File: src/mht_pkg.sv
// ----------------------------------------------------------------------------
// mht_pkg
// Shared codes and character constants for the manifest header tokenizer.
// ----------------------------------------------------------------------------
package mht_pkg;

    localparam logic [7:0] CHAR_COLON = 8'h3A;
    localparam logic [7:0] CHAR_SPACE = 8'h20;
    localparam logic [7:0] CHAR_LF    = 8'h0A;
    localparam logic [7:0] CHAR_CR    = 8'h0D;
    localparam logic [7:0] CHAR_NUL   = 8'h00;

    localparam logic REQ_BYTE = 1'b0;
    localparam logic REQ_END  = 1'b1;

    typedef enum logic [2:0] {
        ROLE_DROPPED  = 3'd0,
        ROLE_NAME     = 3'd1,
        ROLE_NAME_END = 3'd2,
        ROLE_VALUE    = 3'd3,
        ROLE_IGNORED  = 3'd4
    } role_t;

    typedef enum logic [1:0] {
        ERR_NONE     = 2'd0,
        ERR_NO_SPACE = 2'd1,
        ERR_NUL      = 2'd2,
        ERR_EOB      = 2'd3
    } err_t;

    typedef struct packed {
        err_t       error_code;
        logic       section_end;
        logic       header_kept;
        logic       header_end;
        logic [7:0] byte_out;
    } result_t;

endpackage

File: src/manifest_header_tokenizer_core.sv
// ----------------------------------------------------------------------------
// manifest_header_tokenizer_core
// Tags manifest bytes as name, name end, value, dropped or ignored, and flags
// header, section and buffer ends.
// ----------------------------------------------------------------------------
// Input channel s_*: one word per manifest byte (s_tuser = 0) or an
// end-of-buffer marker (s_tuser = 1, s_tdata ignored).
// Output channel m_*: exactly one word per input word, in order. m_tuser
// carries the byte role, m_tdata the echoed byte, header/section flags and
// the error code, m_tlast marks the word produced by an end marker.
// Path: input register, then result register. Throughput: one word per cycle
// while the receiver takes results; the tokenizer state is updated as an
// item moves from the input register to the result register, so this
// state update sets the rate.
// Reset: the parser returns to reading a name with no breaks counted, no
// pending carriage return and no error; both registers are empty.
// Receiver stall: the result register holds its word, the input register
// keeps accepting until it is full, then s_tready drops.
// ----------------------------------------------------------------------------
module manifest_header_tokenizer_core
    import mht_pkg::*;
(
    input  logic        clk,
    input  logic        rst_n,
    input  logic        s_tvalid,
    output logic        s_tready,
    input  logic [7:0]  s_tdata,   // [7:0] data_byte
    input  logic        s_tuser,   // [0] req_type
    output logic        m_tvalid,
    input  logic        m_tready,
    output logic [15:0] m_tdata,   // [7:0] byte_out, [8] header_end,
                                   // [9] header_kept, [10] section_end,
                                   // [12:11] error_code, [15:13] zero
    output logic [2:0]  m_tuser,   // [2:0] byte_role
    output logic        m_tlast    // stream_end
);

    typedef enum logic [1:0] {
        PH_NAME  = 2'd0,
        PH_SPACE = 2'd1,
        PH_VALUE = 2'd2
    } phase_t;

    logic       in_valid_reg;
    logic       in_req_reg;
    logic [7:0] in_byte_reg;

    phase_t     phase_reg, phase_next;
    logic [1:0] breaks_reg, breaks_next;
    logic       cr_reg, cr_next;
    logic       failed_reg, failed_next;

    logic       out_valid_reg;
    role_t      role_reg, role_next;
    result_t    res_reg, res_next;
    logic       last_reg, last_next;

    logic       advance;
    logic [1:0] breaks_bump;

    assign advance  = in_valid_reg && (!out_valid_reg || m_tready);
    assign s_tready = !in_valid_reg || advance;

    assign breaks_bump = (breaks_reg == 2'd3) ? 2'd3 : breaks_reg + 2'd1;

    always_comb
    begin
        phase_next  = phase_reg;
        breaks_next = breaks_reg;
        cr_next     = cr_reg;
        failed_next = failed_reg;
        role_next   = ROLE_DROPPED;
        res_next    = '0;
        last_next   = 1'b0;

        if (in_req_reg == REQ_END)
        begin
            last_next = 1'b1;
            if (!failed_reg)
            begin
                if (phase_reg == PH_VALUE)
                begin
                    res_next.header_end  = 1'b1;
                    res_next.header_kept = (breaks_reg != 2'd0);
                    res_next.section_end = (breaks_reg > 2'd1);
                end
                else if (phase_reg == PH_SPACE)
                begin
                    res_next.error_code = ERR_EOB;
                end
            end
            phase_next  = PH_NAME;
            breaks_next = 2'd0;
            cr_next     = 1'b0;
            failed_next = 1'b0;
        end
        else if (failed_reg)
        begin
            role_next = ROLE_IGNORED;
        end
        else
        begin
            unique case (phase_reg)
                PH_SPACE:
                begin
                    if (in_byte_reg == CHAR_SPACE)
                    begin
                        phase_next  = PH_VALUE;
                        breaks_next = 2'd0;
                        cr_next     = 1'b0;
                    end
                    else
                    begin
                        res_next.error_code = ERR_NO_SPACE;
                        failed_next         = 1'b1;
                    end
                end
                PH_VALUE:
                begin
                    if (in_byte_reg == CHAR_NUL)
                    begin
                        res_next.error_code = ERR_NUL;
                        failed_next         = 1'b1;
                    end
                    else if (in_byte_reg == CHAR_LF)
                    begin
                        if (cr_reg)
                            cr_next = 1'b0;
                        else
                            breaks_next = breaks_bump;
                    end
                    else if (in_byte_reg == CHAR_CR)
                    begin
                        cr_next     = 1'b1;
                        breaks_next = breaks_bump;
                    end
                    else if (in_byte_reg == CHAR_SPACE && breaks_reg == 2'd1)
                    begin
                        breaks_next = 2'd0;
                    end
                    else if (breaks_reg != 2'd0)
                    begin
                        res_next.header_end  = 1'b1;
                        res_next.header_kept = 1'b1;
                        res_next.section_end = (breaks_reg > 2'd1);
                        breaks_next          = 2'd0;
                        if (in_byte_reg == CHAR_COLON)
                        begin
                            role_next  = ROLE_NAME_END;
                            phase_next = PH_SPACE;
                        end
                        else
                        begin
                            role_next         = ROLE_NAME;
                            res_next.byte_out = in_byte_reg;
                            phase_next        = PH_NAME;
                        end
                    end
                    else
                    begin
                        role_next         = ROLE_VALUE;
                        res_next.byte_out = in_byte_reg;
                    end
                end
                default:
                begin
                    if (in_byte_reg == CHAR_COLON)
                    begin
                        role_next  = ROLE_NAME_END;
                        phase_next = PH_SPACE;
                    end
                    else
                    begin
                        role_next         = ROLE_NAME;
                        res_next.byte_out = in_byte_reg;
                    end
                end
            endcase
        end
    end

    always_ff @(posedge clk or negedge rst_n)
    begin
        if (!rst_n)
        begin
            in_valid_reg  <= 1'b0;
            out_valid_reg <= 1'b0;
            phase_reg     <= PH_NAME;
            breaks_reg    <= 2'd0;
            cr_reg        <= 1'b0;
            failed_reg    <= 1'b0;
        end
        else
        begin
            if (s_tready)
                in_valid_reg <= s_tvalid;
            if (advance)
            begin
                out_valid_reg <= 1'b1;
                phase_reg     <= phase_next;
                breaks_reg    <= breaks_next;
                cr_reg        <= cr_next;
                failed_reg    <= failed_next;
            end
            else if (m_tready)
            begin
                out_valid_reg <= 1'b0;
            end
        end
    end

    always_ff @(posedge clk)
    begin
        if (s_tready && s_tvalid)
        begin
            in_req_reg  <= s_tuser;
            in_byte_reg <= s_tdata;
        end
        if (advance)
        begin
            role_reg <= role_next;
            res_reg  <= res_next;
            last_reg <= last_next;
        end
    end

    assign m_tvalid = out_valid_reg;
    assign m_tdata  = {3'b000, res_reg};
    assign m_tuser  = role_reg;
    assign m_tlast  = last_reg;

    a_kept_needs_end : assert property (@(posedge clk) disable iff (!rst_n)
        m_tvalid && (res_reg.header_kept || res_reg.section_end) |-> res_reg.header_end)
        else $error("header_kept or section_end without header_end");

    a_error_dropped : assert property (@(posedge clk) disable iff (!rst_n)
        m_tvalid && res_reg.error_code != ERR_NONE |-> role_reg == ROLE_DROPPED)
        else $error("error reported on a byte that is not dropped");

    a_end_resets : assert property (@(posedge clk) disable iff (!rst_n)
        advance && in_req_reg == REQ_END |=> phase_reg == PH_NAME && breaks_reg == 2'd0
            && !cr_reg && !failed_reg)
        else $error("end marker did not return parser to start");

    a_ignored_quiet : assert property (@(posedge clk) disable iff (!rst_n)
        m_tvalid && role_reg == ROLE_IGNORED |-> res_reg == '0 && !m_tlast)
        else $error("ignored byte carries data");

    a_value_clears_cr : assert property (@(posedge clk) disable iff (!rst_n)
        advance && !failed_reg && in_req_reg == REQ_BYTE && phase_reg == PH_SPACE
            && in_byte_reg == CHAR_SPACE |=> !cr_reg && breaks_reg == 2'd0)
        else $error("value start left stale break state");

endmodule
File: config.mk
export PLATFORM = sky130hd
export DESIGN_NAME = manifest_header_tokenizer_core
export DESIGN_NICKNAME = d
export VERILOG_FILES = /design/src/mht_pkg.sv /design/src/manifest_header_tokenizer_core.sv
export SDC_FILE = /design/constraint.sdc
export NUM_CORES = 1
export LEC_CHECK = 0
export CAP_MARGIN = 20
export CORE_UTILIZATION = 50
export DETAILED_ROUTE_END_ITERATION = 10
export DONT_BUFFER_PORTS = 1
export SLEW_MARGIN = 20
export SYNTH_ARGS = -nofsm -noshare
export SYNTH_HDL_FRONTEND = slang
export SYNTH_SLANG_ARGS = --single-unit
File: constraint.sdc
create_clock -name clk -period 3.2 [get_ports clk]
set_clock_uncertainty 0.2 [all_clocks]
set_input_delay 0.32 -clock clk [delete_from_list [all_inputs] [get_ports clk]]
set_output_delay 0.32 -clock clk [all_outputs]
set_load 0.005 [all_outputs]
==> summary.md <==
| Metric | Value |
|---|---|
| Sequential fraction of the synthesis area | `59.5%` |
| Initial antenna violation count | `0` |
| Share of synthesized registers carrying an async set or reset | `23.5%` |
| Endpoints failing setup | `0` |
| DR vias/cell | `5.36` |
| Max-slew violation count | `0` |
| Highest clock rate | `433 MHz` |
| Critical path type | `reg2reg` |
| R2r setup slk | `890 ps` |
| Worst Setup Start Kind | `flip-flop` |
| Area growth syn-to-layout | `12.9%` |
| Average cell area after synthesis | `12.8 µm²` |
| Top post-synthesis cells by area | `edfxtp_1, dfrtp_1, nand2b_1` |
| Worst-Margin Slew | `520 ps` |
| Post-route ant nets | `0` |
| Max_cap viols | `0` |
| Clock Tree Root | `clkbuf_4` |
| Total Wirelength | `2920 µm` |
| Crit-path max FO | `10` |
| Total power | `0.00113 W` |
| Crit share post-route | `72.2%` |
| Drt pass-1 iters | `4` |
| Hold Path Sink | `in_valid_reg` |
| Dpl cell area | `about 0.0017 mm²` |
| CTS tree | `yes` |
| Status | `complete, no violations` |
| Total Die Area | `around 0.0035 mm²` |
| Reg-to-Reg Start | `in_byte_reg[5]` |
| Worst Path Required | `just over 3000 ps` |
| DRC Markers | `0` |
| Crit. End Element | `flip-flop` |
| TritonCTS sink count | `34` |
| Top cell type's share of synthesized area | `47.3%` |
| Starting Density | `approximately 53%` |
| Worst Hold Class | `in2reg` |
| I/O pins | `35` |
| Synth cell types | `between 40 and 50` |
| Iter 0 DRT Violations | `34` |
| Arrival time at the worst endpoint | `2210 ps` |
| Post-route cell area | `~0.0019 mm²` |
| H-tree levels | `2` |
| Final GP Congestion | `0.880` |
| Hold depth | `2` |
| Post-synth EDFFs | `26` |
| Post-Synthesis Cells | `between 100 and 150` |
| Pin count of the biggest net entering global routing | `21` |
| P per Cell Area | `609 mW/mm²` |
| YS warnings | `0` |
| RSZ-0062 raised after global routing | `no` |
| Fin nets | `163` |
| Flops & latches, synth | `34` |
| R2r worst-path depth | `5` |
| First-pass GRT wire length | `approximately 4800 µm` |
| Clock Latency Late Sink | `340 ps` |
| Setup TNS | `0 ps` |
| Final hold violation count | `0` |
| Worst VDD drop | `about 0.0003 V` |
| Standard-cell rows | `20` |
| Remaining global-route overflow | `0` |
| R2r endpoint | `m_tdata[4]` |
| Synth area leader | `edfxtp_1` |
| Rel. slew slack | `65.3%` |
| Top_reg_cell synth | `edfxtp_1` |
| Hold_sp | `m_tready` |
| Width of the chip | `59.4 µm` |
| Core ar. | `0.00310 mm²` |
| GRT Overall Usage | `19.0%` |
| Vias | `1030` |
| P_leak | `0.706 nW` |
| Die H | `59.4 µm` |
| Max reg flops | `13` |
| Number of buffers created by CTS | `5` |
| Antenna cell count | `0` |
| Port Buffers | `0` |
| CTS Buffer Depth | `2` |
| Worst-path clk slew | `100 ps` |
| DR WL/cell | `15.2 µm` |
| Final worst path period need | `2310 ps` |
| Number of global-route vias before repair | `1025` |
| Mapped Area | `between 0.0015 and 0.002 mm²` |
| Share of layout cells above drive strength 1 | `10.1%` |
| Setup bufs post-CTS | `0` |
| Dpl hpwl | `2030 µm` |
[layout make-up]
type                            count  area [µm²]
Tap cell                           44        55.1
Clock inverter                      3        11.3
Multi-Input combinational cell     87         627
Clock buffer                        5        37.5
Fill cell                         275        1240
Inverter                            6        22.5
Timing Repair Buffer               13         128
Sequential cell                    34         981
[worst max path at each step]
stage,start,slack [ps],endpoint,cells past startpoint
2_1_floorplan,m_tvalid,1120,phase_reg[0],5
3_3_place_gp,in_byte_reg[5],870,m_tdata[1],5
3_5_place_dp,in_byte_reg[5],920,m_tdata[4],5
4_1_cts,in_byte_reg[5],910,m_tdata[4],5
5_1_grt,in_byte_reg[5],820,m_tdata[4],5
6_report,in_byte_reg[5],890,m_tdata[4],5
[synth_stat cells, drive strengths merged (3+ instances only)]
cell type,instances
a21oi,6
a31oi,3
and2,7
and3,5
buf,4
dfrtp,8
edfxtp,26
ha,3
inv,6
nand2,7
nand2b,8
nand3,5
nor2,10
nor3,3
[per-layer routing]
layer,routed length [µm],part of all wire (%),GRT usage [%]
met1,1370,47,23.8
met5,0,0,0
met3,126,4.3,5.90
met4,53,1.8,9.18
met2,1370,47,29.7
[kinds of logic after synthesis]
logic type      share of synthesized area, %
simple gates                            22.9
mux                                     2.43
fa+ha+maj                               2.28
compound gates                          9.71
flops                                   59.5
buf+inv                                 2.96
other cells                            0.227
[per-stage QoR]
stage / util (%) / hold WS [ps] / std cells / worst slack [ps]
6_report: 60.0 / 15.3 / 192 / 888
5_1_grt: 60.0 / 32.6 / 192 / 819
4_1_cts: 60.0 / 2.04 / 192 / 906
3_5_place_dp: 54.6 / -175 / 172 / 915
3_3_place_gp: 54.6 / -175 / 172 / 866
2_1_floorplan: - / -176 / 131 / 1120
[placed cells by master, fill, tap and decap left out, types with 4 or more instances in the layout]
cell           netlist  layout
a21oi_1              5       5
and2_1               7       7
and3_1               5       5
clkbuf_4             0       5
dfrtp_1              8       8
dlygate4sd3_1        0      12
edfxtp_1            26      26
inv_1                6       6
nand2_1              7       7
nand2b_1             8       8
nand3_1              4       4
nor2_1              10      10
[critical path, cell delays in order (launching register included)]
cell      delay, ps
edfxtp_1        520
or4_4           600
a21oi_2         210
o2111a_1        260
nor4_4           80
and3_1          210
[where the power goes]
part | switching (W) | total, W | internal, W
logic | 0.000182 | 0.000315 | 0.000133
clock network | 0.000133 | 0.000212 | 0.0000781
registers | 0.0000478 | 0.000607 | 0.000559
total | 0.000363 | 0.00113 | 0.000770
[what timing repair did]
| action | in CTS | in global routing |
|---|---|---|
| endpoints found under the hold margin | 19 | 0 |
| gates resized for setup | 0 | 0 |
| hold buffers | 12 | 0 |
Note: power is estimated with default switching activity, not from simulation.
